$ cat src/design/sttm_pkg.sv
`default_nettype none

package sttm_pkg;

   // Field widths of the request and response transactions.
   localparam int FREQ_W     = 19;
   localparam int STEP_W     = 12;
   localparam int AMP_W      = 13;
   localparam int NOTE_W     = 12;
   localparam int SAMPLE_W   = 16;
   localparam int BYTE_W     = 8;
   localparam int VOICE_W    = AMP_W + 1;
   localparam int CSR_DATA_W = 13;
   localparam int CSR_IDX_W  = 1;

   localparam int SAMPLE_RATE_HZ_DEFAULT = 8000;

   localparam logic [AMP_W-1:0]  AMP_RESET  = 13'd500;
   localparam logic [NOTE_W-1:0] NOTE_RESET = 12'd1200;

   // Pipeline layout. The envelope divider is the longest path: one setup
   // stage plus one stage per quotient bit.
   localparam int PHASE_STAGES = 4;
   localparam int TRI_STAGES   = 4;
   localparam int ENV_STAGES   = AMP_W + 1;
   localparam int PIPE_STAGES  = ENV_STAGES + 1;

   typedef enum logic [CSR_IDX_W-1:0] {
      CSR_AMPLITUDE  = 1'b0,
      CSR_NOTE_STEPS = 1'b1
   } csr_index_type;

   typedef struct packed {
      logic [FREQ_W-1:0] square1_freq;
      logic [FREQ_W-1:0] square2_freq;
      logic [FREQ_W-1:0] triangle_freq;
      logic [STEP_W-1:0] step_in_note;
   } sttm_req_type;

   typedef struct packed {
      logic signed [SAMPLE_W-1:0] mixed_sample;
      logic signed [BYTE_W-1:0]   sample_byte;
   } sttm_rsp_type;

   // Per-voice result of a square voice's phase: whether the voice sounds
   // and whether it is in the negative half of its period.
   typedef struct packed {
      logic active;
      logic odd;
   } sttm_sq_tag_type;

endpackage

`default_nettype wire

$ cat src/design/sttm_flow.sv
`default_nettype none

module sttm_flow
   import sttm_pkg::*;
#(
   parameter int STAGES = PIPE_STAGES
) (
   input  wire logic              clock,
   input  wire logic              reset,
   input  wire logic              req_valid,
   output      logic              req_ready,
   output      logic              rsp_valid,
   input  wire logic              rsp_ready,
   output      logic [STAGES-1:0] stage_en
);

   logic [STAGES-1:0] valid_ff;
   logic [STAGES-1:0] valid_in;

   // A stage may load when it or any stage after it is empty, or when the
   // last stage is being drained, so bubbles are squeezed out.
   always_comb begin
      logic [STAGES-1:0] low_mask;
      low_mask = '0;
      for (int i = 0; i < STAGES; i++) begin
         low_mask    = ~({STAGES{1'b1}} << i);
         stage_en[i] = rsp_ready || !(&(valid_ff | low_mask));
      end
   end

   assign valid_in = (stage_en & {valid_ff[STAGES-2:0], req_valid}) | (~stage_en & valid_ff);

   always_ff @(posedge clock) begin
      if (reset) begin
         valid_ff <= '0;
      end else begin
         valid_ff <= valid_in;
      end
   end

   assign req_ready = stage_en[0];
   assign rsp_valid = valid_ff[STAGES-1];

endmodule

`default_nettype wire

$ cat config.mk
export PLATFORM = sky130hd
export DESIGN_NAME = sttm_flow
export DESIGN_NICKNAME = d
export VERILOG_FILES = /design/src/design/sttm_pkg.sv /design/src/design/sttm_flow.sv
export SDC_FILE = /design/constraint.sdc
export NUM_CORES = 1
export LEC_CHECK = 0
export ABC_AREA = 1
export BUFFER_PORTS_ARGS = -buffer_cell sky130_fd_sc_hd__buf_2
export CAP_MARGIN = 20
export CORE_MARGIN = 2
export CORE_UTILIZATION = 41
export CTS_CLUSTER_SIZE = 20
export DETAILED_ROUTE_END_ITERATION = 8
export HOLD_SLACK_MARGIN = 0.03
export MAX_ROUTING_LAYER = met4
export PLACE_DENSITY_LB_ADDON = 0.3
export SYNTH_ARGS = -nofsm -noshare
export SYNTH_HDL_FRONTEND = slang
export SYNTH_SLANG_ARGS = --single-unit
$ cat constraint.sdc
create_clock -name clock -period 1.19 [get_ports clock]
set_input_delay 0.0595 -clock clock [delete_from_list [all_inputs] [get_ports clock]]
set_output_delay 0.0595 -clock clock [all_outputs]
set_load 0.02 [all_outputs]
==> key figures <==
Yosys
  • Sequential-to-total area share from yosys stat: 46.1%
  • Synthesized flop and latch total: 15
  • Syn Area/Cell: 7.58 sq um
  • Synth unique cells: 14
  • Cells after Synth: 86
  • Syn_nets: 90
  • Synthesized cell area: 652 sq um
  • Synth Warn #: 0

Worst setup path
  • Arr. time, crit path: 1330 ps
  • WP data required: 1130 ps
  • R2R cell count: 7
  • Crit end category: output port
  • Crit Path Class: flip-flop to output port
  • Worst setup SP type: flip-flop
  • Crit Path Max Fanout: 8
  • Internal reg-to-reg setup slack: -120 ps

Worst hold path
  • Hold WC Path Type: input port to flip-flop
  • Hold Startpoint: rsp_ready
  • Hold-critical path depth: 4

STA
  • Final hold slack: 107 ps
  • Worst slew margin: 79.0%
  • Final max-slew violation count: 0
  • Period utilization: 117%
  • Unrepaired setup endpoints after global routing: yes
  • Worst-margin pin slew: 315 ps
  • Setup violations, final: 15
  • Final Skew: 3.43 ps
  • Final setup TNS: -2330 ps
  • Final setup margin: -202 ps
  • Final Hold Viols: 0
  • Max Freq: 718 MHz
  • Minimum clock period: 1390 ps

Global route
  • Vias in the first global route: 586
  • Largest net degree at the start of global routing: 16
  • GR Util All Layers: 18.4%
  • Total gr overflow: 0
  • Initial antenna violation count: 0
  • First-pass GRT wire length: 2530 um

Placement
  • Hpwl dp: 997 um
  • GPL Wtd Cong: 0.819
  • Port buffer count: 20

Drt
  • Vias per inst: 4.86
  • DRT antenna net count: 0
  • First-pass iteration count of the detailed router: 4
  • Via count: 675
  • Routed wire length: 1650 um
  • Drt drc: 0
  • Routed WL per cell: 11.8 um
  • Number of DRC markers in iteration 0: 15

CTS
  • Clock transition at path regs: 90 ps
  • Max Buffers Root-to-Sink: 2
  • TritonCTS clock tree: yes
  • CTS root buf: clkbuf_4
  • Total CTS buffers: 3
  • Clk sinks: 15
  • Clock Latency Late Sink: 280 ps
  • H-tree depth: 1

Power and ir drop
  • Leakage: 0.445 nW
  • Max VDD drop: 0.883 mV
  • PD cells: 798 nW/um^2

Die
  • Row count: 14
  • I/O Pins: 21
  • Core Footprint: 1510 sq um
  • Die Span Y: 43.9 um
  • Die W: 43.9 um
  • Initial core utilization: 43.3%
  • DIE AREA: 1930 sq um

Finish
  • Fin nets: 128
  • Ant diodes: 0
  • Layout cell share with drive strength beyond 1: 51.2%
  • Layout area overhead: 58.5%

Status
  • Status: finished with violations
  • Failing checks: setup timing

Flow run
  • # Max-Cap Violations: 0
## cell usage in the layout, fill, tap and decap left out
cell type	n
a21oi_1	12
nand4_1	5
nor2_1	6
nor2_4	2
buf_2	10
nor2_2	2
nand2_2	4
nand3_2	2
inv_2	1
nand3_1	3
dfxtp_1	8
clkbuf_4	3
buf_12	1
dlygate4sd3_1	1
inv_1	17
nand2_1	8
dfxtp_2	7
buf_4	14
a21oi_2	2
buf_6	10
nand4_4	1
nand2_4	3
clkinv_2	1
## kinds of logic (layout without fill, tap and decap cells)
kind of cell / count (synthesis) / after routing / synth area share [%]
AO/OA/AOI/OAI: 14 / 14 / 10.7
flip-flops: 15 / 15 / 46.1
AND/OR/NAND/NOR: 36 / 36 / 28.8
buffers and inverters: 21 / 58 / 14.4
## layer usage
metal / up-vias / part of all wire [%] / global-route usage [%]
li1: 344 / - / -
met1: 316 / 41 / 21.4
met2: 13 / 55 / 31.2
met3: 2 / 3.3 / 4.17
met4: 0 / 0.61 / 5.45
met5: - / 0 / -
## Yosys cell counts
cell type	n	area share [%]
inv_1	18	10
dfxtp_1	15	46
a21oi_1	14	11
nand2_1	13	7.5
nor2_1	8	4.6
nand4_1	5	4.8
nand3_1	4	3.1
nand2_2	2	1.9
nor2_4	2	3.5
buf_4	1	1.2
buf_8	1	2.3
clkbuf_1	1	0.58
nand3_2	1	1.5
nand4_2	1	1.9
## timing repair
| item | CTS | global route |
|---|---|---|
| hold endpoints to repair | 1 | 0 |
| pin swaps | 4 | 5 |
| buffers inserted | 9 | 4 |
| hold buffers | 1 | 0 |
| gates resized for setup | 18 | 20 |
| endpoints found under the setup margin | 14 | 15 |
## critical path, cell delays in order, from the launching register on
cell and delay [ps]:
dfxtp_2 340, nand2_2 60, nor2_4 220, nand3_2 120, buf_4 160, buf_4 150
## stage by stage
| step | setup WS, ps | utilization (%) | power [mW] | std cells | area [sq um] |
|---|---|---|---|---|---|
| after floorplan | -44.6 | - | 0.533 | 86 | 672 |
| after detailed placement | 29.9 | 52.3 | 0.542 | 122 | 788 |
| after global placement | 69.4 | 52.3 | 0.542 | 122 | 788 |
| after global routing | -299 | 68.6 | 0.871 | 139 | 1030 |
| after CTS | -190 | 63.4 | 0.835 | 136 | 955 |
| final | -202 | 68.6 | 0.825 | 139 | 1030 |
## layout make-up
class	instances	area [sq um]
fill	126	473
sequential	15	309
inverter	18	67.6
multi-input combinational	50	312
clock buffer	3	22.5
clock inverter	1	5.00
tap	16	20.0
timing repair buffer	36	298
## worst max-delay path by stage
stage / to / cells after the start
6_report: stage_en[7] / 5
5_1_grt: stage_en[1] / 6
4_1_cts: stage_en[1] / 6
3_5_place_dp: stage_en[1] / 6
3_3_place_gp: stage_en[1] / 6
2_1_floorplan: flip-flop / 5
## report_power, final
part	internal, mW	switching [mW]	leakage [nW]
combinational	0.00925	0.0150	0.302
sequential	0.507	0.00389	0.125
clock	0.124	0.166	0.0177
total	0.640	0.185	0.445
Power figures use the tool's default switching activity.
