$ cat config.mk
export PLATFORM = sky130hd
export DESIGN_NAME = sttm_phase
export DESIGN_NICKNAME = d
export VERILOG_FILES = /design/src/design/sttm_pkg.sv /design/src/design/sttm_phase.sv
export SDC_FILE = /design/constraint.sdc
export NUM_CORES = 1
export LEC_CHECK = 0
export ABC_AREA = 0
export BUFFER_PORTS_ARGS = -buffer_cell sky130_fd_sc_hd__buf_2
export CAP_MARGIN = 30
export CELL_PAD_IN_SITES_DETAIL_PLACEMENT = 1
export CELL_PAD_IN_SITES_GLOBAL_PLACEMENT = 1
export CORE_UTILIZATION = 38
export DETAILED_ROUTE_END_ITERATION = 8
export PLACE_DENSITY = 0.68
export SLEW_MARGIN = 20
export SYNTH_ARGS = -nofsm -noshare
export SYNTH_HDL_FRONTEND = slang
export SYNTH_SLANG_ARGS = --single-unit
$ cat constraint.sdc
create_clock -name clock -period 9.3 [get_ports clock]
set_input_delay 1.86 -clock clock [delete_from_list [all_inputs] [get_ports clock]]
set_output_delay 1.86 -clock clock [all_outputs]
set_load 0.05 [all_outputs]
$ cat src/design/sttm_pkg.sv
`default_nettype none

package sttm_pkg;

   // Field widths of the request and response transactions.
   localparam int FREQ_W     = 19;
   localparam int STEP_W     = 12;
   localparam int AMP_W      = 13;
   localparam int NOTE_W     = 12;
   localparam int SAMPLE_W   = 16;
   localparam int BYTE_W     = 8;
   localparam int VOICE_W    = AMP_W + 1;
   localparam int CSR_DATA_W = 13;
   localparam int CSR_IDX_W  = 1;

   localparam int SAMPLE_RATE_HZ_DEFAULT = 8000;

   localparam logic [AMP_W-1:0]  AMP_RESET  = 13'd500;
   localparam logic [NOTE_W-1:0] NOTE_RESET = 12'd1200;

   // Pipeline layout. The envelope divider is the longest path: one setup
   // stage plus one stage per quotient bit.
   localparam int PHASE_STAGES = 4;
   localparam int TRI_STAGES   = 4;
   localparam int ENV_STAGES   = AMP_W + 1;
   localparam int PIPE_STAGES  = ENV_STAGES + 1;

   typedef enum logic [CSR_IDX_W-1:0] {
      CSR_AMPLITUDE  = 1'b0,
      CSR_NOTE_STEPS = 1'b1
   } csr_index_type;

   typedef struct packed {
      logic [FREQ_W-1:0] square1_freq;
      logic [FREQ_W-1:0] square2_freq;
      logic [FREQ_W-1:0] triangle_freq;
      logic [STEP_W-1:0] step_in_note;
   } sttm_req_type;

   typedef struct packed {
      logic signed [SAMPLE_W-1:0] mixed_sample;
      logic signed [BYTE_W-1:0]   sample_byte;
   } sttm_rsp_type;

   // Per-voice result of a square voice's phase: whether the voice sounds
   // and whether it is in the negative half of its period.
   typedef struct packed {
      logic active;
      logic odd;
   } sttm_sq_tag_type;

endpackage

`default_nettype wire

$ cat src/design/sttm_phase.sv
`default_nettype none

module sttm_phase
   import sttm_pkg::*;
#(
   parameter  int SAMPLE_RATE_HZ = SAMPLE_RATE_HZ_DEFAULT,
   localparam longint unsigned DEN = 64'(100 * SAMPLE_RATE_HZ),
   localparam int RES_W = $clog2(DEN)
) (
   input  wire logic                    clock,
   input  wire logic [PHASE_STAGES-1:0] stage_en,
   input  wire logic [FREQ_W-1:0]       freq,
   input  wire logic [STEP_W-1:0]       step,
   output      logic [RES_W-1:0]        phase_rem,
   output      sttm_sq_tag_type         tag
);

   // The phase product f*s is reduced modulo DEN with a reciprocal multiply
   // that may undershoot the quotient by one, fixed by one compare-subtract.
   localparam int X_W = FREQ_W + STEP_W;
   localparam longint unsigned RECIP = (64'd1 << X_W) / DEN;
   localparam int RECIP_W = $clog2(RECIP + 1);
   localparam int QUO_W = $clog2(((64'd1 << X_W) - 1) / DEN + 1);
   localparam int P_W = X_W + RECIP_W;
   localparam int T_W = QUO_W + RES_W;
   localparam logic [RECIP_W-1:0] RECIP_V = RECIP_W'(RECIP);
   localparam logic [RES_W-1:0]   DEN_V   = RES_W'(DEN);

   logic [X_W-1:0]   x_ff, x_in;
   logic [P_W-1:0]   prod_ff, prod_in;
   logic [X_W-1:0]   x1_ff;
   logic [X_W-1:0]   sub_ff, sub_in;
   logic [X_W-1:0]   x2_ff;
   logic [RES_W-1:0] rem_ff, rem_in;
   logic [PHASE_STAGES-1:0] act_ff;
   logic [PHASE_STAGES-1:0] act_in;

   logic [QUO_W-1:0] quo_est;
   logic [X_W-1:0]   diff;
   logic [RES_W:0]   rem_est;

   assign x_in    = X_W'(freq) * X_W'(step);
   assign prod_in = P_W'(x_ff) * P_W'(RECIP_V);
   assign quo_est = prod_ff[X_W +: QUO_W];
   assign sub_in  = X_W'(T_W'(quo_est) * T_W'(DEN_V));
   assign diff    = x2_ff - sub_ff;
   assign rem_est = diff[RES_W:0];
   assign rem_in  = (rem_est >= {1'b0, DEN_V}) ? RES_W'(rem_est - {1'b0, DEN_V})
                                               : rem_est[RES_W-1:0];
   assign act_in  = {act_ff[PHASE_STAGES-2:0], (freq != '0)};

   always_ff @(posedge clock) begin
      if (stage_en[0]) begin
         x_ff <= x_in;
      end
      if (stage_en[1]) begin
         prod_ff <= prod_in;
         x1_ff   <= x_ff;
      end
      if (stage_en[2]) begin
         sub_ff <= sub_in;
         x2_ff  <= x1_ff;
      end
      if (stage_en[3]) begin
         rem_ff <= rem_in;
      end
      for (int i = 0; i < PHASE_STAGES; i++) begin
         if (stage_en[i]) begin
            act_ff[i] <= act_in[i];
         end
      end
   end

   // floor(2*f*s/DEN) is odd exactly when twice the remainder reaches DEN.
   assign phase_rem  = rem_ff;
   assign tag.active = act_ff[PHASE_STAGES-1];
   assign tag.odd    = ({rem_ff, 1'b0} >= {1'b0, DEN_V});

endmodule

`default_nettype wire

==> run_results.csv, run 1 <==
group,metric,value,unit
route,drc,0,
global_route,overflow,0,
placement,dp.cells,2492,
sta,timing.setup.tns,0,ns
critical_path,cp-end-kind,"register",
clocking,cts_tree,"yes",
logic_synthesis,synth_area,18810,sq um
critical_path,rr_worst_depth,19,
status,outcome,"finished clean",
floorplan,rows,81,
sta,maxSlewViolCount,0,
logic_synthesis,synth.top_cells.by_count,"454 x inv_1, 323 x fa_1, 259 x ha_1",
logic_synthesis,netlist.area_leader.share,34.38,%
layout,num_antenna_cells,0,
critical_path,crit_fanout,19,
critical_path,rr_startpoint,"x_ff[7]",
logic_synthesis,synth-seq-cells,122,
floorplan,start_util,38.50,%
route,firstDrtPassIters,4,
layout,design_area,20340,sq um
global_route,grt_pass1_wl,68220,um
critical_path,crit_path_top_delay_cell,"fa_1",
clocking,cts_resized,0,
clocking,clock_latency,0.43,ns
sta,post-route-period-util,76.40,%
logic_synthesis,synth.most_common_cell,"inv_1",
layout,layout.cells.non_filler,2523,
clocking,cts_hold_buf,0,
route,final_antenna_net_count,0,
route,wl,40610,um
critical_path,crit_required,9.47,ns
global_route,grt_pass1_vias,13571,
hold_path,hold-path-endpoint,"x2_ff[1]",
clocking,root_buffer,"clkbuf_16",
sta,skew,0.01522,ns
critical_path,cp.arrival,7.28,ns
hold_path,whs_path_depth,0,
logic_synthesis,yosysWarnings,0,
sta,finalSetupViolCount,0,
hold_path,hp-class,"register to register",
route,num_vias,12075,
logic_synthesis,syn_area_per_cell,10.37,sq um
route,wire_per_inst,16.10,um
floorplan,io_pins,58,
run,maxCapViolCount,0,
floorplan,die_h,224.5,um
critical_path,r2r_setup_slack,3.36,ns
logic_synthesis,synth_area_leaders,"fa_1 34%, edfxtp_1 19%, ha_1 17%",
critical_path,crit_top_cell,"fa_1",
global_route,use_met3,1.450,%
clocking,cts-htree-levels,4,
critical_path,cp_cell_sequence,"buf_2 -> nand2_1 -> fa_1 -> inv_1 -> fa_1 -> fa_1 -> fa_1 -> inv_1 -> fa_1 -> inv_1 -> ha_1 -> a21oi_1 -> o21ai_1 -> or4_1 -> o211ai_2 -> a21oi_1 -> a221oi_2 -> o2111ai_1 -> a21oi_1 -> xnor2_1",
logic_synthesis,syn_inst,1813,
critical_path,startpoint_type,"input pin",
layout,drive_above_1_share,5.648,%
layout,fillers,5446,
floorplan,fp.dieArea,50380,sq um
placement,place_area,19760,sq um
layout,area_growth,8.184,%
hold_path,min_from,"x1_ff[1]",
critical_path,crit_path_max_incr_delay,0.55,ns
critical_path,r2r-end,"prod_ff[40]",
clocking,clockBufferDepth,2,
sta,rsz0062_at_grt,"no",
global_route,grt_antenna_before_repair,0,
logic_synthesis,synth_top_area_cell,"fa_1",
logic_synthesis,synth-edff-count,122,
sta,hold_viol,0,
logic_synthesis,seq_area_frac_synth,19.48,%
floorplan,die_w,224.5,um
logic_synthesis,ys.flop_type,"edfxtp_1",
sta,min_period,7.106,ns
logic_synthesis,synth_fp_nets,2431,
layout,final_net_count,2465,
clocking,cts_buffers,17,
floorplan,core,48850,sq um
logic_synthesis,ys_types,59,
sta,fmax,140.7,MHz
clocking,path_clk_slew,0.06,ns
placement,place_congestion,0.8206,
global_route,use_met1,22.28,%
placement,dp_hpwl,33510,um
sta,tightest_slew,0.7811,ns
global_route,grt_start_max_net_pins,36,
route,drt_iter0_markers,326,
clocking,cts_sinks,122,
global_route,track_usage,16.98,%
clocking,post-cts-setup-buffers,0,
logic_synthesis,synthArstFlopShare,0,%
sta,setup_ws,2.194,ns
sta,max_slew_margin,47.93,%
route,vias_per_cell,4.786,
placement,post-place-ws,1.731,ns
placement,port_buffers,57,
critical_path,critPathKind,"input pin to register",
global_route,grtUsageMet2,30.52,%
global_route,grt_busiest_layer,"met2",
## worst max-delay path, delay by kind of cell
family / cells / cell delay [ns]
and+or+nand+nor: 2 / 0.58
xor gates and xnor gates: 1 / 0.08
AOI/OAI and AO/OA: 7 / 1.43
adders and majority gates: 6 / 2.86
buffers and inverters: 4 / 0.47
## registers in the layout, summed over array words and instances, names as in the netlist
| register | cells |
|---|---|
| x1_ff | 21 |
| sub_ff | 13 |
| prod_ff | 12 |
| phase_rem | 20 |
| act_ff | 4 |
| x_ff | 31 |
| x2_ff | 21 |
## routing by layer
layer	part of all wire [%]	vias up
met4	1.1	0
li1	-	5728
met3	2.2	23
met1	46	6168
met2	50	156
met5	0	-
## cells by family after synthesis
kind of cell | synth area share [%]
adders and majority gates | 51.62
buffers and inverters | 9.960
and+or+nand+nor | 9.381
AOI/OAI and AO/OA | 6.301
DFF | 19.48
xor gates and xnor gates | 3.260
## stage by stage
| stage | hold slack [ns] | utilization (%) |
|---|---|---|
| final | 0.4160 | 41.65 |
| after global routing | 0.4214 | 41.65 |
| after CTS | 0.4167 | 41.65 |
| after detailed placement | 0.4062 | 40.45 |
| after global placement | 0.4029 | 40.44 |
| after floorplan | 0.4003 | - |
## cell type report
type	instances	area [sq um]	area share, %
clock inverters	14	161.4	0.7934
inverters	454	1704	8.376
flip-flops and latches	122	3664	18.01
multi-input cells	1194	13270	65.22
well taps	664	830.8	4.084
clock buffers	17	425.4	2.091
repair buffers	58	290.3	1.427
## placed cells by master, fill, tap and decap left out, types with 6 or more instances in the layout
master	count
inv_1	454
fa_1	323
ha_1	259
nand2_1	182
edfxtp_1	122
and2_1	83
buf_2	58
xnor2_1	56
a21oi_1	43
nor2_1	37
o21ai_0	27
a21o_1	23
clkbuf_16	17
xor2_1	14
o21a_1	11
nand2b_1	10
nand3_1	10
o21bai_1	10
nor4_1	9
o211ai_1	9
nor3_1	8
a31oi_1	7
and3_1	6
o31ai_1	6
## worst max path at each step
stage	startpoint	endpoint	slack (ns)
after floorplan	step[3]	x_ff[30]	2.01
after global placement	step[6]	x_ff[30]	1.77
after detailed placement	step[3]	x_ff[30]	1.73
after CTS	step[6]	x_ff[30]	2.19
after global routing	step[6]	x_ff[30]	1.88
final	step[6]	x_ff[30]	2.19
Power of run 1 is left out: the tool's default activity adds up to more than one toggle a clock period on the data nets, which glitch-free logic cannot reach.
==> run 2, diff against run 1 <==
- ABC_AREA: 0 -> 1
- PLACE_DENSITY: 0.68 -> 0.72
- clock period: 9.3 -> 6.35 ns (I/O delays scaled with it)
==> run 2 against run 1 <==
Against the previous run:
- first-iteration DRC count is 67% higher
- cell area is 7.3% higher
- final cell count is 20% higher
- critical endpoint is now x_ff[23]
- via count is 23% higher
- hold slack better by 0.00082 ns
- routed wire length is 25% higher
- highest routed layer is now met5
- global-route usage is 3.2 points higher
- register-to-register slack worse by 2.3 ns
- synthesized cell count is 26% higher
- worst setup slack worse by 1.6 ns
==> run_results.csv, run 2 <==
group,metric,value,unit
clocking,path_clk_slew,0.07,ns
clocking,clockBufferDepth,2,
logic_synthesis,synthArstFlopShare,0,%
logic_synthesis,syn_area_per_cell,8.874,sq um
layout,reg.largest.list,"x_ff: 31 flops, x1_ff: 21 flops, x2_ff: 21 flops",
hold_path,hp-class,"register to register",
layout,largest_register_ffs,31,
critical_path,critPathKind,"input pin to register",
layout,num_antenna_cells,0,
logic_synthesis,synth-seq-cells,122,
layout,final_common_cell,"inv_1",
critical_path,crit_fanout,17,
status,outcome,"finished clean",
logic_synthesis,netlist.area_leader.share,31.94,%
floorplan,start_util,38.52,%
route,drt_iter0_markers,545,
logic_synthesis,synth_top_area_cell,"fa_1",
sta,maxSlewViolCount,0,
hold_path,hold-path-endpoint,"x2_ff[12]",
layout,drive_above_1_share,5.527,%
sta,finalSetupViolCount,0,
global_route,grt_antenna_before_repair,1,
clocking,cts_hold_buf,0,
placement,post-place-ws,0.1152,ns
critical_path,r2r_setup_slack,1.08,ns
global_route,grt_start_max_net_pins,36,
clocking,post-cts-setup-buffers,0,
placement,place_congestion,0.8737,
layout,max_flop_register,"x_ff",
global_route,overflow,0,
clocking,cts-htree-levels,4,
route,vias_per_cell,4.907,
critical_path,cp.arrival,5.99,ns
route,drc,0,
layout,final_net_count,2939,
floorplan,die_h,232.8,um
logic_synthesis,synth_area_leaders,"fa_1 32%, edfxtp_1 18%, ha_1 16%",
route,wl,50830,um
critical_path,startpoint,"step[3]",
route,num_vias,14829,
clocking,cts_sinks,122,
placement,port_buffers,57,
clocking,cts_tree,"yes",
critical_path,rr_startpoint,"x_ff[21]",
logic_synthesis,synth_area,20240,sq um
sta,setup_ws,0.5602,ns
global_route,grt_pass1_vias,17399,
logic_synthesis,ys.flop_type,"edfxtp_1",
logic_synthesis,seq_area_frac_synth,18.10,%
clocking,cts_buffers,17,
logic_synthesis,synth-edff-count,122,
route,final_antenna_net_count,0,
global_route,grt_pass1_wl,86370,um
logic_synthesis,ys_types,44,
critical_path,crit_required,6.55,ns
clocking,cts_resized,0,
logic_synthesis,synth_fp_nets,2899,
critical_path,cp-end-kind,"register",
sta,fmax,172.7,MHz
sta,max_slew_margin,43.06,%
route,wire_per_inst,16.82,um
sta,hold_viol,0,
sta,rsz0062_at_grt,"no",
sta,min_period,5.790,ns
sta,post-route-period-util,91.18,%
clocking,clock_latency,0.44,ns
run,maxCapViolCount,0,
layout,utilization,41.53,%
logic_synthesis,synth.most_common_cell,"inv_1",
critical_path,startpoint_type,"input pin",
critical_path,r2r-end,"prod_ff[37]",
floorplan,io_pins,58,
global_route,track_usage,20.16,%
clocking,root_buffer,"clkbuf_16",
floorplan,core,52550,sq um
placement,dp_hpwl,43450,um
placement,dp.cells,2990,
floorplan,fp.dieArea,54200,sq um
logic_synthesis,syn_inst,2281,
floorplan,rows,84,
sta,timing.setup.tns,0,ns
layout,final_cell_mix,"615 x inv_1, 460 x nand2_1, 323 x fa_1, 259 x ha_1, 122 x edfxtp_1",
sta,tightest_slew,0.8541,ns
floorplan,die_w,232.8,um
layout,layout.cells.non_filler,3022,
hold_path,whs_path_depth,0,
hold_path,min_from,"x1_ff[12]",
route,firstDrtPassIters,4,
logic_synthesis,synth.top_cells.by_count,"615 x inv_1, 460 x nand2_1, 323 x fa_1",
critical_path,rr_worst_depth,17,
layout,area_growth,7.807,%
logic_synthesis,yosysWarnings,0,
sta,skew,0.01877,ns
==> run 2: cell count changes in the layout (fill, tap and decap cells not counted), sizes merged, moves of 9 or more <==
cell	change
inv	+158
xnor2	-32
o21a	-9
nand2b	-10
nand2	+291
nor2	+64
o21ai	+19
a21oi	+38
buf	+9
o211ai	-10
and2	-83
xor2	+22
nand3	+54
==> run 2: kinds of logic after synthesis <==
group                      Yosys count  synth area share (%)
and+or+nand+nor                    676                 13.80
buffers and inverters              663                 12.41
adders and majority gates          582                 47.95
AOI/OAI and AO/OA                  178                 5.069
DFF                                122                 18.10
xor gates and xnor gates            60                 2.670
==> run 2: layout make-up <==
class	instances	area [sq um]
inverter	617	2316
fill	6215	30730
clock buffer	18	429.2
timing repair buffer	67	360.3
clock inverter	14	125.1
tap	688	860.8
multi-input combinational	1496	14070
sequential	122	3664
==> run 2: per-stage QoR <==
step,hold WS (ns),cell area [sq um]
after floorplan,0.4003,20240
after global placement,0.4010,21270
after detailed placement,0.4063,21270
after CTS,0.4146,21820
after global routing,0.4194,21820
final,0.4168,21820
==> run 2: worst max path at each step <==
stage                          end  slack (ns)  depth (start not counted)
after floorplan           x_ff[23]        0.33                         21
after global placement    x_ff[29]        0.15                         17
after detailed placement  x_ff[23]        0.12                         22
after CTS                 x_ff[23]        0.57                         22
after global routing      x_ff[23]        0.26                         21
final                     x_ff[23]        0.56                         22
==> run 2: routing by layer <==
layer  vias up  global-route usage [%]  wire length, um  share of wire, %
li1       6998                       -                -                 -
met5         -                       0               13             0.026
met1      7601                   22.76            20740                41
met3        71                   1.912              824               1.6
met4         2                   4.963             1013               2.0
met2       157                   39.90            28240                56
==> run 2: worst max-delay path, cell delays in order <==
cell,delay [ns]
buf_2,0.31
nand2_1,0.14
fa_1,0.58
fa_1,0.46
fa_1,0.54
inv_1,0.05
fa_1,0.47
inv_1,0.05
fa_1,0.47
inv_1,0.04
ha_1,0.33
nand2_1,0.11
nor2_1,0.14
nand2_1,0.07
nand2_1,0.17
a21oi_1,0.13
o21ai_0,0.32
nand2_1,0.10
nand2_1,0.09
nand2_1,0.05
inv_1,0.05
nor2_1,0.04
Power of run 2 is left out for the same reason.
