## config.mk

```make
export PLATFORM = sky130hd
export DESIGN_NAME = sttm_tri
export DESIGN_NICKNAME = d
export VERILOG_FILES = /design/src/design/sttm_pkg.sv /design/src/design/sttm_tri.sv
export SDC_FILE = /design/constraint.sdc
export NUM_CORES = 1
export LEC_CHECK = 0
export BUFFER_PORTS_ARGS = -buffer_cell sky130_fd_sc_hd__buf_2
export CAP_MARGIN = 20
export CORE_AREA = 2 2 187 189
export DETAILED_ROUTE_END_ITERATION = 10
export DIE_AREA = 0 0 189 191
export PLACE_DENSITY_LB_ADDON = 0.2
export SLEW_MARGIN = 5
export SYNTH_ARGS = -nofsm -noshare
export SYNTH_HDL_FRONTEND = slang
export SYNTH_SLANG_ARGS = --single-unit
```

## constraint.sdc

```tcl
create_clock -name clock -period 7.9 [get_ports clock]
set_input_delay 0.79 -clock clock [delete_from_list [all_inputs] [get_ports clock]]
set_output_delay 0.79 -clock clock [all_outputs]
set_load 0.01 [all_outputs]
```

## src/design/sttm_pkg.sv

```systemverilog
`default_nettype none

package sttm_pkg;

   // Field widths of the request and response transactions.
   localparam int FREQ_W     = 19;
   localparam int STEP_W     = 12;
   localparam int AMP_W      = 13;
   localparam int NOTE_W     = 12;
   localparam int SAMPLE_W   = 16;
   localparam int BYTE_W     = 8;
   localparam int VOICE_W    = AMP_W + 1;
   localparam int CSR_DATA_W = 13;
   localparam int CSR_IDX_W  = 1;

   localparam int SAMPLE_RATE_HZ_DEFAULT = 8000;

   localparam logic [AMP_W-1:0]  AMP_RESET  = 13'd500;
   localparam logic [NOTE_W-1:0] NOTE_RESET = 12'd1200;

   // Pipeline layout. The envelope divider is the longest path: one setup
   // stage plus one stage per quotient bit.
   localparam int PHASE_STAGES = 4;
   localparam int TRI_STAGES   = 4;
   localparam int ENV_STAGES   = AMP_W + 1;
   localparam int PIPE_STAGES  = ENV_STAGES + 1;

   typedef enum logic [CSR_IDX_W-1:0] {
      CSR_AMPLITUDE  = 1'b0,
      CSR_NOTE_STEPS = 1'b1
   } csr_index_type;

   typedef struct packed {
      logic [FREQ_W-1:0] square1_freq;
      logic [FREQ_W-1:0] square2_freq;
      logic [FREQ_W-1:0] triangle_freq;
      logic [STEP_W-1:0] step_in_note;
   } sttm_req_type;

   typedef struct packed {
      logic signed [SAMPLE_W-1:0] mixed_sample;
      logic signed [BYTE_W-1:0]   sample_byte;
   } sttm_rsp_type;

   // Per-voice result of a square voice's phase: whether the voice sounds
   // and whether it is in the negative half of its period.
   typedef struct packed {
      logic active;
      logic odd;
   } sttm_sq_tag_type;

endpackage

`default_nettype wire

```

## src/design/sttm_tri.sv

```systemverilog
`default_nettype none

module sttm_tri
   import sttm_pkg::*;
#(
   parameter  int SAMPLE_RATE_HZ = SAMPLE_RATE_HZ_DEFAULT,
   localparam longint unsigned DEN = 64'(100 * SAMPLE_RATE_HZ),
   localparam int RES_W = $clog2(DEN)
) (
   input  wire logic                     clock,
   input  wire logic [TRI_STAGES-1:0]    stage_en,
   input  wire logic [RES_W-1:0]         phase_rem,
   input  wire logic [AMP_W-1:0]         amplitude,
   output      logic signed [VOICE_W-1:0] tri_val
);

   // Every segment of the triangle is floor(A*u/DEN) with 0 <= u <= DEN.
   // The division is a reciprocal multiply on the top bits of A*u followed
   // by one correction step.
   localparam int C_W = RES_W + 3;
   localparam int U_W = RES_W + 1;
   localparam int Y_W = AMP_W + U_W;
   localparam int SH = AMP_W;
   localparam int K_SH = Y_W + 1;
   localparam longint unsigned RECIP = (64'd1 << K_SH) / DEN;
   localparam int RECIP_W = $clog2(RECIP + 1);
   localparam int HI_W = Y_W - SH;
   localparam int P_W = HI_W + RECIP_W;
   localparam int T_W = AMP_W + RES_W;
   localparam logic [RECIP_W-1:0] RECIP_V = RECIP_W'(RECIP);
   localparam logic [RES_W-1:0]   DEN_V   = RES_W'(DEN);
   localparam logic [C_W-1:0] D1 = C_W'(DEN);
   localparam logic [C_W-1:0] D2 = C_W'(2 * DEN);
   localparam logic [C_W-1:0] D3 = C_W'(3 * DEN);
   localparam logic [C_W-1:0] D4 = C_W'(4 * DEN);

   logic [C_W-1:0] r4;
   logic [C_W-1:0] u_wide;
   logic           neg_c;

   logic [Y_W-1:0]   y_ff, y_in;
   logic [P_W-1:0]   p_ff, p_in;
   logic [Y_W-1:0]   y1_ff, y2_ff;
   logic [T_W-1:0]   t_ff, t_in;
   logic [AMP_W-1:0] qe_ff;
   logic [AMP_W-1:0] qe_c;
   logic [2:0]       neg_ff;
   logic signed [VOICE_W-1:0] val_ff, val_in;

   logic [Y_W-1:0]   diff;
   logic [RES_W:0]   rem;
   logic [AMP_W-1:0] mag;

   assign r4 = C_W'(phase_rem) << 2;

   always_comb begin
      if (r4 <= D1) begin
         u_wide = r4;
         neg_c  = 1'b0;
      end else if (r4 <= D2) begin
         u_wide = D2 - r4;
         neg_c  = 1'b0;
      end else if (r4 <= D3) begin
         u_wide = r4 - D2;
         neg_c  = 1'b1;
      end else begin
         u_wide = D4 - r4;
         neg_c  = 1'b1;
      end
   end

   assign y_in = Y_W'(amplitude) * Y_W'(u_wide[U_W-1:0]);
   assign p_in = P_W'(y_ff[Y_W-1:SH]) * P_W'(RECIP_V);
   assign qe_c = p_ff[(K_SH - SH) +: AMP_W];
   assign t_in = T_W'(qe_c) * T_W'(DEN_V);

   assign diff   = y2_ff - Y_W'(t_ff);
   assign rem    = diff[RES_W:0];
   assign mag    = (rem >= {1'b0, DEN_V}) ? qe_ff + AMP_W'(1) : qe_ff;
   assign val_in = neg_ff[2] ? -$signed({1'b0, mag}) : $signed({1'b0, mag});

   always_ff @(posedge clock) begin
      if (stage_en[0]) begin
         y_ff      <= y_in;
         neg_ff[0] <= neg_c;
      end
      if (stage_en[1]) begin
         p_ff      <= p_in;
         y1_ff     <= y_ff;
         neg_ff[1] <= neg_ff[0];
      end
      if (stage_en[2]) begin
         t_ff      <= t_in;
         qe_ff     <= qe_c;
         y2_ff     <= y1_ff;
         neg_ff[2] <= neg_ff[1];
      end
      if (stage_en[3]) begin
         val_ff <= val_in;
      end
   end

   assign tri_val = val_ff;

endmodule

`default_nettype wire

```

==> results.sh, run 1 <==
export IMPL_hold_path_startpoint="y1_ff[10]"
export IMPL_die_w_um=189
export IMPL_cp_startpoint="phase_rem[15]"
export IMPL_syn2layout_area_growth_pct=9.09
export IMPL_critical_path_class="primary input to flop"
export IMPL_cp_end_kind="flop"
export IMPL_grt_pass1_vias=15100
export IMPL_fin_crit_ps=7630
export IMPL_clk_path_buf_depth=2
export IMPL_cp_start_kind="primary input"
export IMPL_coreArea_mm2=0.0341
export IMPL_drt_iter0_drc=519
export IMPL_fin_worst_skew_ps=15.8
export IMPL_arrival_ps=7770
export IMPL_hold_class="flop to flop"
export IMPL_cts_tree="done"
export IMPL_antenna_left=0
export IMPL_clk_pin_slew_ps=80
export IMPL_multi_input_area_mm2=0.0149
export IMPL_vias=14000
export IMPL_rr_worst_depth=21
export IMPL_yosys_top_cells_count="inv_1, fa_1, ha_1"
export IMPL_antenna_found_initial=0
export IMPL_dpl_cell_area_mm2=0.0216
export IMPL_register_area_mm2=0.00318
export IMPL_crit_top_cell="fa_1"
export IMPL_ios=52
export IMPL_start_util_pct=59.1
export IMPL_yosys_area_top_type_share_pct=31.8
export IMPL_clock_root_buffer="clkbuf_16"
export IMPL_synth_distinct_cells=72
export IMPL_cts_made_buffers=9
export IMPL_n_antenna_cell=0
export IMPL_synth_area_top_cells="fa_1, ha_1, edfxtp_1"
export IMPL_synth_edff_count=106
export IMPL_die_height_um=191
export IMPL_hold_path_depth=0
export IMPL_cp_depth=32
export IMPL_maxCapViolations=0
export IMPL_layout_nets=2832
export IMPL_finalCritPeriodShare_pct=96.6
export IMPL_synthArstFlopShare_pct=0
export IMPL_critical_path_max_stage_delay_ps=550
export IMPL_drtPass1Iterations=5
export IMPL_hold_viol=0
export IMPL_die_area_mm2=0.0361
export IMPL_synth_ff_latch_count=106
export IMPL_fin_area_mm2=0.0220
export IMPL_grt_ovfl_total=0
export IMPL_syn_area_mm2=0.0202
export IMPL_cts_sinks=106
export IMPL_ys_warn_count=0
export IMPL_postRouteWirelength_mm=41.2
export IMPL_dpl_hpwl_mm=35.4
export IMPL_yosysTopAreaCell="fa_1"
export IMPL_drive_gt1_share_pct=9.79
export IMPL_grt_max_degree=39
export IMPL_n_fill_cell=2805
export IMPL_synth_seq_area_share_pct=15.8
export IMPL_max_slew_worst_pin_slew_ps=872
export IMPL_cpMaxStageDelayCell="fa_1"
export IMPL_crit_required_ps=8030
export IMPL_post_drt_wl_per_cell_um=15.6
export IMPL_crit_buf_inv=8
export IMPL_synth_flop_cell="edfxtp_1"
export IMPL_maxSlewHeadroom_pct=41.8
export IMPL_syn_area_per_cell_um2=9.76
export IMPL_fmax_ghz=0.131
export IMPL_path_max_fanout=7
export IMPL_status="finished, final reports clean"
export IMPL_grt_pass1_wl_mm=69.6
export IMPL_track_usage_pct=24.0
export IMPL_vias_per_cell=5.31
export IMPL_drv_slew=0
export IMPL_cp_top_family="adder cells"
export IMPL_setup_viol=0
export IMPL_postSynthNetCount=2717
export IMPL_r2r_start="y_ff[19]"
export IMPL_cts_htree_levels=3
export IMPL_place_congestion=0.880
export IMPL_clk_latency_ps=380
export IMPL_rows=68
export IMPL_synthCells=2065
export IMPL_port_buffers=51
export IMPL_drc=0
export IMPL_yosysMostFrequentCell="inv_1"
==> registers in the layout (all words and copies together), names as in the netlist <==
register / count
qe_ff: 13
neg_ff: 3
t_ff: 11
y_ff: 26
y1_ff: 11
p_ff: 15
tri_val: 14
y2_ff: 13
==> through the flow <==
| step | util (%) | hold WS, ps | setup TNS (ps) | setup slack (ps) | std cells |
|---|---|---|---|---|---|
| 6_report | 64.4 | 419 | 0 | 266 | 2640 |
| 4_1_cts | 64.1 | 422 | 0 | 202 | 2632 |
| 3_3_place_gp | 63.2 | 405 | -393 | -122 | 2616 |
| 2_1_floorplan | - | 400 | 0 | 11.8 | 2065 |
| 5_1_grt | 64.4 | 427 | -238 | -61.0 | 2640 |
| 3_5_place_dp | 63.2 | 405 | -835 | -188 | 2616 |
==> layout make-up <==
| cell class | instances | area share, % |
|---|---|---|
| Multi-Input combinational cell | 1393 | 67.9 |
| Sequential cell | 106 | 14.5 |
| Inverter | 507 | 8.67 |
| Timing Repair Buffer | 163 | 4.98 |
| Tap cell | 455 | 2.59 |
| Clock buffer | 9 | 1.02 |
| Clock inverter | 7 | 0.319 |
==> logic make-up after synthesis <==
| logic type | count (synthesis) | share of synthesized area, % |
|---|---|---|
| AOI/OAI and AO/OA | 225 | 7.82 |
| xor gates and xnor gates | 100 | 4.35 |
| adders and majority gates | 614 | 50.0 |
| buffers and inverters | 566 | 10.6 |
| DFF | 106 | 15.8 |
| muxes | 9 | 0.459 |
| and+or+nand+nor | 445 | 11.0 |
==> layer usage <==
layer / GRT usage [%] / part of all wire (%)
met1: 28.4 / 41
met2: 45.8 / 53
met3: 1.98 / 3.1
met4: 7.84 / 2.4
met5: 0 / 0
==> cell usage in the layout, fill, tap and decap left out, types with 3 or more instances in the layout <==
| cell | synthesis | routed |
|---|---|---|
| inv_1 | 507 | 506 |
| fa_1 | 320 | 320 |
| ha_1 | 294 | 294 |
| nand2_1 | 169 | 169 |
| and2_1 | 122 | 122 |
| buf_4 | 0 | 112 |
| edfxtp_1 | 106 | 106 |
| xnor2_1 | 78 | 77 |
| a21oi_1 | 58 | 55 |
| buf_2 | 6 | 51 |
| nor2_1 | 52 | 50 |
| a21o_1 | 29 | 29 |
| nand3_1 | 28 | 28 |
| o21ai_0 | 31 | 28 |
| xor2_1 | 22 | 21 |
| nand2b_1 | 14 | 14 |
| nor3_1 | 14 | 14 |
| o21bai_1 | 9 | 9 |
| clkbuf_16 | 0 | 9 |
| nand4_1 | 8 | 8 |
| o31ai_1 | 8 | 8 |
| a31oi_1 | 10 | 8 |
| and3_1 | 8 | 8 |
| o21a_1 | 7 | 7 |
| mux2i_1 | 7 | 7 |
| or3_1 | 7 | 6 |
| a211oi_1 | 6 | 6 |
| o21ai_1 | 4 | 6 |
| a211o_1 | 6 | 6 |
| o2111ai_1 | 5 | 4 |
| nor2b_1 | 4 | 4 |
| a21oi_2 | 2 | 4 |
| o211ai_1 | 4 | 4 |
| a311o_1 | 3 | 3 |
| a22oi_1 | 3 | 3 |
| o2111a_1 | 3 | 3 |
| nor4_1 | 4 | 3 |
| nor3b_1 | 3 | 3 |
| inv_6 | 0 | 3 |
==> worst paths after layout <==
path                                  end  slack [ps]
worst max-delay path             y_ff[30]         270
worst min register to register  y2_ff[10]         420
worst max register to register   p_ff[31]        1380
worst min-delay path            y2_ff[10]         420
==> repair_timing <==
item	CTS	global route
buffers inserted	0	8
endpoints found under the setup margin	0	7
hold endpoints to repair	0	0
resized for setup	0	20
hold buffers	0	0
Power of run 1 is not shown: default switching activity piles up to over one toggle a cycle in this logic, so the estimate is an artifact.
==> run 2: changes to the inputs <==
clock period = 8.55 ns   (was 7.9 ns; I/O delays follow)
==> run 2 against run 1 <==
- flip-flop and latch count unchanged
- first-iteration DRC count decreased by 14%
- register-to-register slack improved by 560 ps
- die area unchanged
- final area decreased by 2.8%
- largest cell class unchanged
==> results.sh, run 2 (synthesized netlist as in run 1, its figures left out) <==
export IMPL_status="finished, final reports clean"
export IMPL_cts_htree_levels=3
export IMPL_layout_nets=2762
export IMPL_post_drt_wl_per_cell_um=15.8
export IMPL_track_usage_pct=23.9
export IMPL_max_slew_worst_pin_slew_ps=893
export IMPL_drv_slew=0
export IMPL_setup_viol=0
export IMPL_cts_made_buffers=9
export IMPL_cp_start_kind="primary input"
export IMPL_clock_root_buffer="clkbuf_16"
export IMPL_path_max_fanout=9
export IMPL_layout_setup_ws_ps=483
export IMPL_drt_iter0_drc=446
export IMPL_vias_per_cell=5.30
export IMPL_drc=0
export IMPL_rr_worst_depth=21
export IMPL_cp_end_kind="flop"
export IMPL_r2r_start="y_ff[15]"
export IMPL_arrival_ps=8190
export IMPL_drive_gt1_share_pct=6.00
export IMPL_grt_pass1_vias=14700
export IMPL_fin_worst_skew_ps=11.8
export IMPL_antenna_left=0
export IMPL_vias=13600
export IMPL_fin_area_mm2=0.0214
export IMPL_clk_pin_slew_ps=80
export IMPL_rsz0062_at_grt="no"
export IMPL_post_place_ws_ps=-22.6
export IMPL_n_antenna_cell=0
export IMPL_min_to="y2_ff[20]"
export IMPL_hold_viol=0
export IMPL_coreArea_mm2=0.0341
export IMPL_fin_crit_ps=8070
export IMPL_hold_class="flop to flop"
export IMPL_cp_top_family="compound AO/OA/AOI/OAI gates"
export IMPL_drtPass1Iterations=5
export IMPL_largest_reg_flops=26
export IMPL_clk_latency_ps=370
export IMPL_critical_path_max_stage_delay_ps=540
export IMPL_final_common_cell="inv_1"
export IMPL_cp_startpoint="phase_rem[1]"
export IMPL_hold_path_startpoint="y1_ff[20]"
export IMPL_start_util_pct=59.1
export IMPL_final_util_pct=62.7
export IMPL_fmax_ghz=0.124
export IMPL_reg2reg_to="p_ff[34]"
export IMPL_clk_path_buf_depth=2
export IMPL_maxSlewHeadroom_pct=40.4
export IMPL_post_cts_setup_buffers=0
export IMPL_die_area_mm2=0.0361
export IMPL_crit_required_ps=8670
export IMPL_critical_path_class="primary input to flop"
export IMPL_cpMaxStageDelayCell="fa_1"
export IMPL_die_height_um=191
export IMPL_dpl_cell_area_mm2=0.0211
export IMPL_top_register="y_ff"
export IMPL_mostFrequentLayoutCells="inv_1, fa_1, ha_1, nand2_1, and2_1"
export IMPL_maxCapViolations=0
export IMPL_grt_max_degree=39
export IMPL_hold_path_depth=0
export IMPL_crit_buf_inv=7
export IMPL_grt_ovfl_total=0
export IMPL_r2r_slack_ps=1940
export IMPL_dpl_hpwl_mm=34.6
export IMPL_place_congestion=0.886
export IMPL_cts_tree="done"
export IMPL_antenna_found_initial=1
export IMPL_die_w_um=189
export IMPL_finalCritPeriodShare_pct=94.3
export IMPL_rows=68
export IMPL_grt_pass1_wl_mm=69.4
export IMPL_cts_sinks=106
export IMPL_port_buffers=51
export IMPL_ios=52
export IMPL_postRouteWirelength_mm=40.6
export IMPL_syn2layout_area_growth_pct=6.05
==> run 2: changes by cell type in the layout (fill, tap and decap cells not counted), sizes merged <==
| cell | previous run | this run |
|---|---|---|
| clkinvlp | 2 | 1 |
| clkinv | 2 | 3 |
| clkbuf | 9 | 10 |
| bufinv | 0 | 1 |
| inv | 510 | 509 |
| buf | 163 | 92 |
==> run 2: routing by layer <==
| layer | global-route usage, % | part of all wire, % |
|---|---|---|
| met5 | 0 | 0 |
| met4 | 6.67 | 1.9 |
| met3 | 1.82 | 2.1 |
| met2 | 45.3 | 53 |
| met1 | 29.2 | 43 |
==> run 2: area by class of cell <==
class / count / area [um2]
clock buffers: 9 / 225
clock inverters: 7 / 86.3
fillers: 2873 / 12700
inverters: 507 / 1900
multi-input cells: 1393 / 14800
flip-flops and latches: 106 / 3180
well taps: 455 / 569
repair buffers: 93 / 567
==> run 2: how the worst max path moves through the flow <==
stage	endpoint	slack, ps	cells past startpoint
final	y_ff[28]	480	31
after global routing	y_ff[28]	20	31
after global placement	y_ff[30]	10	31
after detailed placement	y_ff[28]	-20	31
after floorplan	y_ff[30]	190	34
after CTS	y_ff[28]	370	31
==> run 2: worst reg2reg max path, stage by stage (launching register included) <==
cell	delay (ps)
edfxtp_1	600
fa_1	640
ha_1	160
inv_1	60
fa_1	550
fa_1	450
fa_1	550
inv_1	60
fa_1	490
ha_1	320
a21o_1	110
a21o_1	120
a21o_1	110
a21oi_1	50
o21ai_0	390
a41oi_1	290
a2111oi_0	700
clkbuf_1	220
o21ai_0	110
o2111ai_1	150
a21oi_1	120
xnor2_1	130
==> run 2: stage by stage <==
stage / hold WS, ps / std cells / TNS (ps)
global placement: 403 / 2553 / 0
detailed placement: 409 / 2553 / -33.9
CTS: 427 / 2569 / 0
floorplan: 400 / 2065 / 0
finish: 425 / 2570 / 0
global route: 434 / 2570 / 0
==> run 2: repair_timing <==
item / in CTS / in global routing
endpoints found under the hold margin: 0 / 0
resized for setup: 0 / 1
setup endpoints to repair: 0 / 1
hold buffers: 0 / 0
Power of run 2 is left out for the same reason.
==> run 3: changes to the inputs <==
CTS_BUF_LIST = sky130_fd_sc_hd__clkbuf_8   (was default)
==> run 3 against run 2 <==
- non-clock buffer count unchanged
- worst setup slack got worse by 4.5 ps
- first-iteration DRC count decreased by 0.67%
- global-route usage down 0.061 points
- final cell count did not move
- flip-flop and latch count did not move
- routed wire length down 0.58%
- final area decreased by 0.47%
- highest routed layer unchanged
- register-to-register slack better by 20 ps
- clock skew up 3.6 ps
- sequential share of layout area increased by 0.071 points
==> results.sh, run 3 (synthesized netlist as in run 1, its figures left out) <==
export IMPL_status="finished, final reports clean"
export IMPL_grt_pass1_vias=14700
export IMPL_grt_ovfl_total=0
export IMPL_largest_reg_flops=26
export IMPL_max_slew_worst_pin_slew_ps=882
export IMPL_cts_made_buffers=9
export IMPL_maxSlewHeadroom_pct=41.0
export IMPL_port_buffers=51
export IMPL_start_util_pct=59.1
export IMPL_post_drt_wl_per_cell_um=15.7
export IMPL_final_common_cell="inv_1"
export IMPL_place_congestion=0.886
export IMPL_finalCritPeriodShare_pct=94.4
export IMPL_r2r_slack_ps=1960
export IMPL_rsz0062_at_grt="no"
export IMPL_layout_setup_ws_ps=479
export IMPL_cpMaxStageDelayCell="fa_1"
export IMPL_n_antenna_cell=0
export IMPL_n_fill_cell=2887
export IMPL_cts_tree="done"
export IMPL_dpl_hpwl_mm=34.6
export IMPL_r2r_start="y_ff[15]"
export IMPL_cp_start_kind="primary input"
export IMPL_final_setup_tns_ps=0
export IMPL_drv_slew=0
export IMPL_setup_viol=0
export IMPL_cts_resized=0
export IMPL_ctsHoldBuffers=0
export IMPL_top_register="y_ff"
export IMPL_post_place_ws_ps=-22.6
export IMPL_rows=68
export IMPL_ios=52
export IMPL_cp_end_kind="flop"
export IMPL_crit_buf_inv=8
export IMPL_coreArea_mm2=0.0341
export IMPL_layout_nets=2762
export IMPL_fin_crit_ps=8070
export IMPL_cp_startpoint="phase_rem[16]"
export IMPL_path_max_fanout=10
export IMPL_vias=13600
export IMPL_maxCapViolations=0
export IMPL_min_to="y2_ff[8]"
export IMPL_hold_class="flop to flop"
export IMPL_die_w_um=189
export IMPL_clk_path_buf_depth=2
export IMPL_grt_pass1_wl_mm=69.2
export IMPL_critical_path_max_stage_delay_ps=530
export IMPL_clock_root_buffer="clkbuf_8"
export IMPL_critical_path_class="primary input to flop"
export IMPL_drive_gt1_share_pct=6.00
export IMPL_vias_per_cell=5.28
export IMPL_grt_max_degree=39
export IMPL_drtPass1Iterations=7
export IMPL_die_height_um=191
export IMPL_fin_worst_skew_ps=15.3
export IMPL_cts_sinks=106
export IMPL_antenna_left=0
export IMPL_postRouteWirelength_mm=40.4
export IMPL_hold_path_startpoint="y1_ff[8]"
export IMPL_drt_iter0_drc=443
export IMPL_hold_viol=0
export IMPL_hold_path_depth=0
export IMPL_reg2reg_to="p_ff[34]"
export IMPL_mostFrequentLayoutCells="inv_1, fa_1, ha_1, nand2_1, and2_1"
export IMPL_arrival_ps=8250
export IMPL_syn2layout_area_growth_pct=5.54
export IMPL_fmax_ghz=0.124
export IMPL_clk_pin_slew_ps=120
export IMPL_cts_htree_levels=3
export IMPL_antenna_found_initial=1
export IMPL_cp_top_family="adder cells"
export IMPL_drc=0
export IMPL_track_usage_pct=23.9
export IMPL_die_area_mm2=0.0361
export IMPL_rr_worst_depth=21
export IMPL_clk_latency_ps=410
export IMPL_post_cts_setup_buffers=0
export IMPL_crit_required_ps=8730
[run 3: final cells by class]
cell class / instances / area [um2] / share of cell area, %
tap: 455 / 569 / 2.68
clock buffer: 9 / 124 / 0.582
inverter: 507 / 1900 / 8.95
timing repair buffer: 93 / 567 / 2.66
sequential: 106 / 3180 / 15.0
clock inverter: 7 / 86.3 / 0.406
multi-input combinational: 1393 / 14800 / 69.8
[run 3: through the flow]
stage | utilization (%) | cell area (um2) | std cells | hold slack (ps)
detailed placement | 61.7 | 21100 | 2553 | 409
finish | 62.4 | 21300 | 2570 | 431
global route | 62.4 | 21300 | 2570 | 447
CTS | 62.3 | 21300 | 2569 | 434
global placement | 61.7 | 21100 | 2553 | 403
floorplan | - | 20200 | 2065 | 400
[run 3: how the worst max path moves through the flow]
stage               endpoint  depth (start not counted)  slack (ps)
detailed placement  y_ff[28]                         31         -20
CTS                 y_ff[28]                         31         430
global placement    y_ff[30]                         31          10
floorplan           y_ff[30]                         34         190
finish              y_ff[28]                         31         480
global route        y_ff[28]                         31          50
[run 3: per-layer routing]
layer	vias to the layer above	share of wire (%)	track usage, %
met5	-	0	0
met3	55	2.4	1.93
met2	222	53	45.2
met1	6713	43	28.9
li1	6583	-	-
met4	0	2.1	6.82
Power of run 3 is left out for the same reason.
